===== src/hw/rtl/rwlt_pkg.sv =====
// ----------------------------------------------------------------------------
// rwlt_pkg
// Shared types and constants for the recency window LRU tracker.
// ----------------------------------------------------------------------------
`default_nettype none

package rwlt_pkg;

  localparam int TABLE_ENTRIES_DEF = 16;

  localparam int KEY_W   = 64;
  localparam int TURN_W  = 32;
  localparam int TOTAL_W = 32;
  localparam int WIN_W   = 16;

  // window used when the register holds zero
  localparam logic [WIN_W-1:0] DEFAULT_WINDOW = 16'd3;

  // APB register map: one 32-bit register per word
  localparam int CFG_ADDR_W = 3;
  localparam int CFG_DATA_W = 32;
  localparam logic REG_WINDOW_TURNS = 1'b0;

  typedef struct packed {
    logic [KEY_W-1:0]  key;
    logic [TURN_W-1:0] turn;
  } entry_t;

  localparam int ENTRY_W = $bits(entry_t);

  typedef enum logic [1:0] {
    ST_IDLE,
    ST_SCAN,
    ST_UPDATE,
    ST_RESULT
  } state_t;

endpackage

`default_nettype wire


===== src/hw/rtl/rwlt_if.sv =====
// ----------------------------------------------------------------------------
// rwlt_if
// Valid/ready channels for observations in and tracker results out.
// ----------------------------------------------------------------------------
`default_nettype none

interface rwlt_in_if
  import rwlt_pkg::*;
  ();
  logic              valid;
  logic              ready;
  logic [KEY_W-1:0]  key;
  logic [TURN_W-1:0] turn;

  modport source (output valid, output key, output turn, input ready);
  modport sink   (input valid, input key, input turn, output ready);
endinterface

interface rwlt_out_if
  import rwlt_pkg::*;
  ();
  logic               valid;
  logic               ready;
  logic               trigger;
  logic               hit;
  logic [TOTAL_W-1:0] trigger_total;

  modport source (output valid, output trigger, output hit, output trigger_total,
                  input ready);
  modport sink   (input valid, input trigger, input hit, input trigger_total,
                  output ready);
endinterface

`default_nettype wire


===== src/hw/rtl/recency_window_lru_tracker.sv =====
// ----------------------------------------------------------------------------
// recency_window_lru_tracker
// Small associative table of keys with last-seen turns; flags repeats.
//
// Each transfer on in_ch brings a 64-bit key and a 32-bit turn. The block
// looks the key up in a table of TABLE_ENTRIES slots held in one RAM, walking
// the filled slots one per cycle through a single key compare and a single
// turn compare, which also tracks the least recently seen slot (lowest index
// on ties). A hit raises trigger when the turn is later than the stored one
// by no more than the window (register window_turns, 0 selects the default of
// 3), and moves the stored turn forward only. A miss fills the next free slot
// or, once the table is full, replaces the least recent one. Key 0 changes
// nothing. Every observation gives exactly one result: trigger, hit and the
// saturating trigger count. A miss reads every filled slot in the scan;
// a hit ends the scan early at the matching slot. The scan is followed by
// the table update and the loading of the result register, after which the
// block returns to idle; key 0 skips the scan and the update. The RAM read
// port, one slot per cycle, sets the length of the scan. The block takes
// one item at a time; a finished result sits in the output register, so
// the next item can be taken while the result waits. Slots are never
// cleared: only filled slots are read, so no clearing pass is needed after
// reset.
// ----------------------------------------------------------------------------
`default_nettype none

module recency_window_lru_tracker
  import rwlt_pkg::*;
#(
  parameter int TABLE_ENTRIES = TABLE_ENTRIES_DEF
) (
  input  wire logic                  clk,
  input  wire logic                  rst_n,

  rwlt_in_if.sink                    in_ch,
  rwlt_out_if.source                 out_ch,

  input  wire logic                  psel,
  input  wire logic                  penable,
  input  wire logic                  pwrite,
  input  wire logic [CFG_ADDR_W-1:0] paddr,
  input  wire logic [CFG_DATA_W-1:0] pwdata,
  output      logic [CFG_DATA_W-1:0] prdata,
  output      logic                  pready
);

  localparam int IDX_W  = $clog2(TABLE_ENTRIES);
  localparam int USED_W = $clog2(TABLE_ENTRIES + 1);
  localparam logic [USED_W-1:0] ENTRIES_MAX = USED_W'(TABLE_ENTRIES);

  // sequencer
  state_t state_r, state_nxt;

  // current item
  logic [KEY_W-1:0]  key_r;
  logic [TURN_W-1:0] turn_r;

  // configuration
  logic [WIN_W-1:0] win_r;
  logic [WIN_W-1:0] win_eff;

  // table bookkeeping
  logic [USED_W-1:0]  used_r;
  logic [TOTAL_W-1:0] count_r;

  // scan state: rd_idx_r is the next slot to read, cmp_* the slot whose
  // data is on the RAM output this cycle
  logic [USED_W-1:0] rd_idx_r;
  logic              cmp_vld_r;
  logic [IDX_W-1:0]  cmp_idx_r;
  logic              hit_r;
  logic [IDX_W-1:0]  hit_idx_r;
  logic [TURN_W-1:0] prev_r;
  logic              best_vld_r;
  logic [IDX_W-1:0]  best_idx_r;
  logic [TURN_W-1:0] best_turn_r;

  // result register
  logic               out_valid_r;
  logic               out_trigger_r;
  logic               out_hit_r;
  logic [TOTAL_W-1:0] out_total_r;

  // RAM port
  entry_t           rd_ent;
  entry_t           wr_ent;
  logic             ram_we;
  logic             ram_re;
  logic [IDX_W-1:0] ram_waddr;

  // control
  logic              in_xfer;
  logic              match;
  logic              older;
  logic              scan_done;
  logic              later;
  logic [TURN_W-1:0] gap;
  logic              trig_now;
  logic              out_load;
  logic              cfg_wr;

  // --------------------------------------------------------------------------
  // Configuration port
  // --------------------------------------------------------------------------
  assign pready = 1'b1;
  assign cfg_wr = psel && penable && pwrite &&
                  (paddr[CFG_ADDR_W-1] == REG_WINDOW_TURNS);

  always_comb begin
    prdata = '0;
    if (paddr[CFG_ADDR_W-1] == REG_WINDOW_TURNS) begin
      prdata = CFG_DATA_W'(win_r);
    end
  end

  assign win_eff = (win_r == '0) ? DEFAULT_WINDOW : win_r;

  // --------------------------------------------------------------------------
  // Table RAM
  // --------------------------------------------------------------------------
  rwlt_ram #(
    .WIDTH (ENTRY_W),
    .DEPTH (TABLE_ENTRIES)
  ) u_table (
    .clk     (clk),
    .we      (ram_we),
    .waddr   (ram_waddr),
    .wdata   (wr_ent),
    .re      (ram_re),
    .raddr   (rd_idx_r[IDX_W-1:0]),
    .rdata_r (rd_ent)
  );

  assign wr_ent.key  = key_r;
  assign wr_ent.turn = turn_r;

  // --------------------------------------------------------------------------
  // Shared compare unit: one key compare and one turn compare per cycle
  // --------------------------------------------------------------------------
  assign match = cmp_vld_r && (rd_ent.key == key_r);
  assign older = cmp_vld_r && !match &&
                 (!best_vld_r || (rd_ent.turn < best_turn_r));

  // update math on a hit
  assign later    = turn_r > prev_r;
  assign gap      = turn_r - prev_r;
  assign trig_now = hit_r && later && (gap <= TURN_W'(win_eff));

  // --------------------------------------------------------------------------
  // Sequencer outputs
  // --------------------------------------------------------------------------
  always_comb begin
    in_ch.ready = 1'b0;
    ram_re      = 1'b0;
    ram_we      = 1'b0;
    scan_done   = 1'b0;
    out_load    = 1'b0;
    ram_waddr   = hit_idx_r;
    unique case (state_r)
      ST_IDLE: begin
        in_ch.ready = 1'b1;
      end
      ST_SCAN: begin
        ram_re    = !match && (rd_idx_r < used_r);
        scan_done = match || (!cmp_vld_r && (rd_idx_r >= used_r));
      end
      ST_UPDATE: begin
        if (hit_r) begin
          ram_we    = later;
          ram_waddr = hit_idx_r;
        end else begin
          ram_we    = 1'b1;
          ram_waddr = (used_r < ENTRIES_MAX) ? used_r[IDX_W-1:0] : best_idx_r;
        end
      end
      ST_RESULT: begin
        out_load = !out_valid_r || out_ch.ready;
      end
      default: begin
        in_ch.ready = 1'b0;
      end
    endcase
  end

  assign in_xfer = in_ch.valid && in_ch.ready;

  // --------------------------------------------------------------------------
  // Sequencer next state
  // --------------------------------------------------------------------------
  always_comb begin
    state_nxt = state_r;
    unique case (state_r)
      ST_IDLE: begin
        if (in_ch.valid) begin
          // empty key skips the table altogether
          state_nxt = (in_ch.key == '0) ? ST_RESULT : ST_SCAN;
        end
      end
      ST_SCAN: begin
        if (scan_done) begin
          state_nxt = ST_UPDATE;
        end
      end
      ST_UPDATE: begin
        state_nxt = ST_RESULT;
      end
      ST_RESULT: begin
        if (out_load) begin
          state_nxt = ST_IDLE;
        end
      end
      default: begin
        state_nxt = ST_IDLE;
      end
    endcase
  end

  // --------------------------------------------------------------------------
  // Control registers
  // --------------------------------------------------------------------------
  always_ff @(posedge clk) begin
    if (!rst_n) begin
      state_r     <= ST_IDLE;
      win_r       <= '0;
      used_r      <= '0;
      count_r     <= '0;
      rd_idx_r    <= '0;
      cmp_vld_r   <= 1'b0;
      hit_r       <= 1'b0;
      best_vld_r  <= 1'b0;
      out_valid_r <= 1'b0;
    end else begin
      state_r <= state_nxt;

      if (cfg_wr) begin
        win_r <= pwdata[WIN_W-1:0];
      end

      if (in_xfer) begin
        rd_idx_r   <= '0;
        cmp_vld_r  <= 1'b0;
        hit_r      <= 1'b0;
        best_vld_r <= 1'b0;
      end

      if (state_r == ST_SCAN) begin
        cmp_vld_r <= ram_re;
        if (ram_re) begin
          rd_idx_r <= rd_idx_r + 1'b1;
        end
        if (match) begin
          hit_r <= 1'b1;
        end
        if (older) begin
          best_vld_r <= 1'b1;
        end
      end

      if (state_r == ST_UPDATE) begin
        if (!hit_r && (used_r < ENTRIES_MAX)) begin
          used_r <= used_r + 1'b1;
        end
        // count saturates at all ones
        if (trig_now && (count_r != '1)) begin
          count_r <= count_r + 1'b1;
        end
      end

      if (out_load) begin
        out_valid_r <= 1'b1;
      end else if (out_ch.ready) begin
        out_valid_r <= 1'b0;
      end
    end
  end

  // --------------------------------------------------------------------------
  // Datapath registers
  // --------------------------------------------------------------------------
  always_ff @(posedge clk) begin
    if (in_xfer) begin
      key_r  <= in_ch.key;
      turn_r <= in_ch.turn;
    end

    if (state_r == ST_SCAN) begin
      if (ram_re) begin
        cmp_idx_r <= rd_idx_r[IDX_W-1:0];
      end
      if (match) begin
        hit_idx_r <= cmp_idx_r;
        prev_r    <= rd_ent.turn;
      end
      if (older) begin
        best_idx_r  <= cmp_idx_r;
        best_turn_r <= rd_ent.turn;
      end
    end

    if (out_load) begin
      out_trigger_r <= (key_r != '0) && trig_now;
      out_hit_r     <= (key_r != '0) && hit_r;
      out_total_r   <= count_r;
    end
  end

  assign out_ch.valid         = out_valid_r;
  assign out_ch.trigger       = out_trigger_r;
  assign out_ch.hit           = out_hit_r;
  assign out_ch.trigger_total = out_total_r;

endmodule

`default_nettype wire


===== src/hw/rtl/rwlt_ram.sv =====
// ----------------------------------------------------------------------------
// rwlt_ram
// Generic simple dual-port RAM, one write and one read port, registered read.
// ----------------------------------------------------------------------------
`default_nettype none

module rwlt_ram #(
  parameter int WIDTH = 8,
  parameter int DEPTH = 16
) (
  input  wire logic                     clk,
  input  wire logic                     we,
  input  wire logic [$clog2(DEPTH)-1:0] waddr,
  input  wire logic [WIDTH-1:0]         wdata,
  input  wire logic                     re,
  input  wire logic [$clog2(DEPTH)-1:0] raddr,
  output      logic [WIDTH-1:0]         rdata_r
);

  logic [WIDTH-1:0] mem_r [DEPTH];

  always_ff @(posedge clk) begin
    if (we) begin
      mem_r[waddr] <= wdata;
    end
    if (re) begin
      rdata_r <= mem_r[raddr];
    end
  end

endmodule

`default_nettype wire

===== src/flat_wrapper.sv =====
// flat-port wrapper written by rule: the top's interface ports become plain ports
module recency_window_lru_tracker_flat import rwlt_pkg::*;
#(
  parameter int TABLE_ENTRIES = TABLE_ENTRIES_DEF
)
  (clk, rst_n, psel, penable, pwrite, paddr, pwdata, prdata, pready, in_ch_valid, in_ch_key, in_ch_turn, in_ch_ready, out_ch_valid, out_ch_trigger, out_ch_hit, out_ch_trigger_total, out_ch_ready);
  rwlt_in_if in_ch_i ();
  rwlt_out_if out_ch_i ();
  input  wire logic clk;
  input  wire logic rst_n;
  input  wire logic psel;
  input  wire logic penable;
  input  wire logic pwrite;
  input  wire logic [CFG_ADDR_W-1:0] paddr;
  input  wire logic [CFG_DATA_W-1:0] pwdata;
  output      logic [CFG_DATA_W-1:0] prdata;
  output      logic pready;
  input wire logic [$bits(in_ch_i.valid)-1:0] in_ch_valid;
  input wire logic [$bits(in_ch_i.key)-1:0] in_ch_key;
  input wire logic [$bits(in_ch_i.turn)-1:0] in_ch_turn;
  output wire logic [$bits(in_ch_i.ready)-1:0] in_ch_ready;
  output wire logic [$bits(out_ch_i.valid)-1:0] out_ch_valid;
  output wire logic [$bits(out_ch_i.trigger)-1:0] out_ch_trigger;
  output wire logic [$bits(out_ch_i.hit)-1:0] out_ch_hit;
  output wire logic [$bits(out_ch_i.trigger_total)-1:0] out_ch_trigger_total;
  input wire logic [$bits(out_ch_i.ready)-1:0] out_ch_ready;
  assign in_ch_i.valid = in_ch_valid;
  assign in_ch_i.key = in_ch_key;
  assign in_ch_i.turn = in_ch_turn;
  assign in_ch_ready = in_ch_i.ready;
  assign out_ch_valid = out_ch_i.valid;
  assign out_ch_trigger = out_ch_i.trigger;
  assign out_ch_hit = out_ch_i.hit;
  assign out_ch_trigger_total = out_ch_i.trigger_total;
  assign out_ch_i.ready = out_ch_ready;
  recency_window_lru_tracker #(.TABLE_ENTRIES(TABLE_ENTRIES)) u_core (.clk(clk), .rst_n(rst_n), .in_ch(in_ch_i), .out_ch(out_ch_i), .psel(psel), .penable(penable), .pwrite(pwrite), .paddr(paddr), .pwdata(pwdata), .prdata(prdata), .pready(pready));
endmodule

===== config.mk =====
export PLATFORM = sky130hd
export DESIGN_NAME = recency_window_lru_tracker_flat
export DESIGN_NICKNAME = d
export VERILOG_FILES = /design/src/hw/rtl/rwlt_pkg.sv /design/src/hw/rtl/rwlt_if.sv /design/src/hw/rtl/recency_window_lru_tracker.sv /design/src/hw/rtl/rwlt_ram.sv /design/src/flat_wrapper.sv
export SDC_FILE = /design/constraint.sdc
export NUM_CORES = 2
export LEC_CHECK = 0
export BUFFER_PORTS_ARGS = -buffer_cell sky130_fd_sc_hd__buf_2
export CAP_MARGIN = 20
export CORE_ASPECT_RATIO = 2
export CORE_UTILIZATION = 45
export CTS_CLUSTER_SIZE = 12
export DETAILED_ROUTE_END_ITERATION = 10
export GPL_TIMING_DRIVEN = 0
export RECOVER_POWER = 100
export SYNTH_ARGS = -nofsm -noshare
export SYNTH_HDL_FRONTEND = slang
export SYNTH_SLANG_ARGS = --single-unit

===== constraint.sdc =====
create_clock -name clk -period 11.9 [get_ports clk]
set_input_delay 1.785 -clock clk [delete_from_list [all_inputs] [get_ports clk]]
set_output_delay 1.785 -clock clk [all_outputs]
set_load 0.05 [all_outputs]

==> flow_summary.ini <==
[synth]
yosys_most_used_dff = edfxtp_1
synthCells = 3535
synth_top_area_cell = edfxtp_1
avgSynthCellArea_um2 = 21.04
synth_area_um2 = 74370
ys_top_cells_by_area = edfxtp_1, mux4_2, dfxtp_1, ha_1, xnor2_1
synth-seq-area-share_pct = 75.94
synth_top_area_share_pct = 74.22
ys_ff_latch = 1902
ys_types = 70
yosysWarnings = 0
synth_edf_count = 1838
synth_async_sr_flop_share_pct = 0

[clock_network]
cts.sink_count = 1902
cts_buffer_depth = 4
htree_levels = 4
tritoncts = built
cts-hold-fix-buffers = 0
root_buffer = clkbuf_16
cts_buffers = 187
path_clk_slew_ns = 0.06
cts_setup_buffers = 0
clock_latency_ns = 0.83
cts_resized = 0

[worst_setup_path]
cp-end-kind = flop
required_ns = 12.26
cp_max_fo = 21
cp.arrival_ns = 9.08
path_class = reg -> reg
startpoint_type = flop

[drt]
first_iter_violations = 3070
drc = 0
top_layer_used = met4
drt_wl_total_mm = 194.9
wl_met1_mm = 69.92
viasPerCell = 5.982
num_vias = 37224
antenna_left = 0
wl_met2_mm = 107.0
met3_wirelength_mm = 9.404
avgRoutedWirePerCell_um = 31.32
dr.pass1.iters = 6

[sta]
fin_setup_tns_ns = 0
setup_viol = 0
final_hold_viol_count = 0
fin_skew_ns = 0.06975
max_freq_ghz = 0.1147
worst_pin_slew_ns = 4.888
max_slew_margin_pct = -225.9
slew_violations = 1419
min_period_ns = 8.722
timing.final.crit_share_pct = 73.29
rsz0062_at_grt = false

[global_route]
grt_util_all_layers_pct = 23.67
grt_max_degree = 67
grt_pass1_vias = 39118
grt-ovfl-total = 0
grt_pass1_wl_mm = 277.5
grt_antenna_before_repair = 3

[floorplanning]
initial_core_util_pct = 45.36
fp-row-count = 210
die_x_um = 289.5
core_um2 = 164000
chipHeight_um = 576.9
dieArea_um2 = 167000
pin_count = 207

[layout]
layout_common_cells = edfxtp_1, mux4_2, clkbuf_1, clkbuf_16, nand2_1
layout.nets = 4282
final_common_cell = edfxtp_1
layout.cells.non_filler = 6223
fillers = 13075
syn_to_final_growth_pct = 12.97
drive_above_1_share_pct = 20.48
seq_area_um2 = 56470
multi_input_area_um2 = 16870

[placed_design]
dp_cells = 5969
placement.io_buffers = 170
gp_congestion = 0.9399
hpwlAfterDp_mm = 131.0

[hold_path]
min_path_type = reg -> reg

[outcome]
violations = max-capacitance violations, max-slew violations
status = finished with violations

[power_and_ir_drop]
p_leak_uw = 0.02557
ir_drop_uv = 117.1
p_per_area_nw_per_um2 = 172.3

[run]
max_cap_violations = 68
-- cell type report --
type,count,area share (%)
Antenna cell,1,0.002979
Timing Repair Buffer,313,2.359
Buffer,160,0.8102
Sequential cell,1902,67.22
Clock buffer,226,5.782
Clock inverter,13,0.1057
Inverter,105,0.4721
Multi-Input combinational cell,1383,20.09
Tap cell,2120,3.157
-- per-layer routing --
layer,vias to the layer above,global-route usage (%)
li1,15579,-
met1,19943,27.53
met2,1333,43.83
met3,369,2.753
met4,0,9.377
met5,-,0
-- metrics by stage --
stage	instance area [um2]	util [%]	worst slack (ns)	hold slack (ns)	total power [uW]
final	84010	51.24	3.178	0.4548	14480
after global routing	84010	51.24	2.985	0.4744	14880
after CTS	85550	52.18	6.136	0.4556	14600
after detailed placement	80600	49.16	6.155	0.4409	9460
after global placement	77930	47.53	-2.361	0.4259	9398
after floorplan	74420	-	4.781	0.4215	8826
-- sequential cells by signal, summed over array words and instances, names as in the netlist --
signal	flops
u_core.u_table.mem_r	1536
u_core.u_table.rdata_r	96
u_core.key_r	64
u_core.best_turn_r	32
u_core.count_r	32
u_core.out_ch.trigger_total	32
u_core.prev_r	32
u_core.turn_r	32
u_core.win_r	16
u_core.rd_idx_r	5
u_core.used_r	5
u_core.best_idx_r	4
u_core.cmp_idx_r	4
u_core.hit_idx_r	4
u_core.state_r	2
u_core.best_vld_r	1
u_core.cmp_vld_r	1
u_core.hit_r	1
u_core.out_ch.hit	1
u_core.out_ch.trigger	1
u_core.out_ch.valid	1
-- where the power goes --
| part | leakage, uW | internal [uW] | total [uW] | switching (uW) |
|---|---|---|---|---|
| sequential | 0.0171 | 7800 | 8130 | 334 |
| combinational | 0.00608 | 423 | 1160 | 741 |
| clock | 0.00241 | 2830 | 5180 | 2350 |
| total | 0.0256 | 11100 | 14500 | 3420 |
-- kinds of logic after synthesis --
logic type / after synthesis / share of synthesized area, %
compound gates: 235 / 1.990
xor+xnor: 91 / 1.072
fa+ha+maj: 92 / 1.558
buf+inv: 265 / 1.459
flops: 1902 / 75.94
mux: 502 / 14.83
other cells: 2 / 0.01010
simple gates: 446 / 3.136
-- Yosys cell counts (12+ instances only) --
library cell and n:
edfxtp_1 1838, mux4_2 480, nand2_1 127, inv_1 104, clkbuf_1 97, ha_1 91
a21oi_1 86, xnor2_1 79, nor2_1 71, dfxtp_1 64, nor4_1 56, nand4_1 52
o21ai_0 42, buf_1 35, nand2b_1 24, nand3_1 23, a21o_1 22, mux2i_1 21
buf_4 17, nor3_1 16, o31ai_1 15, or4_1 15, o21a_1 12, xor2_1 12
-- path summary, 6_finish.rpt --
path / end / cells past startpoint / slack (ns) / startpoint
worst max-delay path: u_core.u_table.mem_r[3][28] / 16 / 3.18 / u_core.turn_r[0]
worst min-delay path: u_core.hit_idx_r[3] / 0 / 0.45 / u_core.cmp_idx_r[3]
worst max register to register: u_core.u_table.mem_r[3][28] / 16 / 3.18 / u_core.turn_r[0]
worst min register to register: u_core.hit_idx_r[3] / 0 / 0.45 / u_core.cmp_idx_r[3]
-- worst max-delay path, stage by stage, from the launching register on --
cell and delay (ns):
edfxtp_1 0.75, inv_1 0.11, ha_1 0.23, fa_1 0.40, nand2b_1 0.18, a21oi_1 0.49
a21oi_1 0.25, a21oi_1 0.51, nor2_1 0.07, o21ai_0 0.15, a21boi_0 0.14, nor3_1 0.32
nand2_1 0.19, nor2_1 0.48, clkbuf_1 1.16, clkbuf_1 1.41, clkbuf_1 1.39
Note: power is estimated with default switching activity, not from simulation.
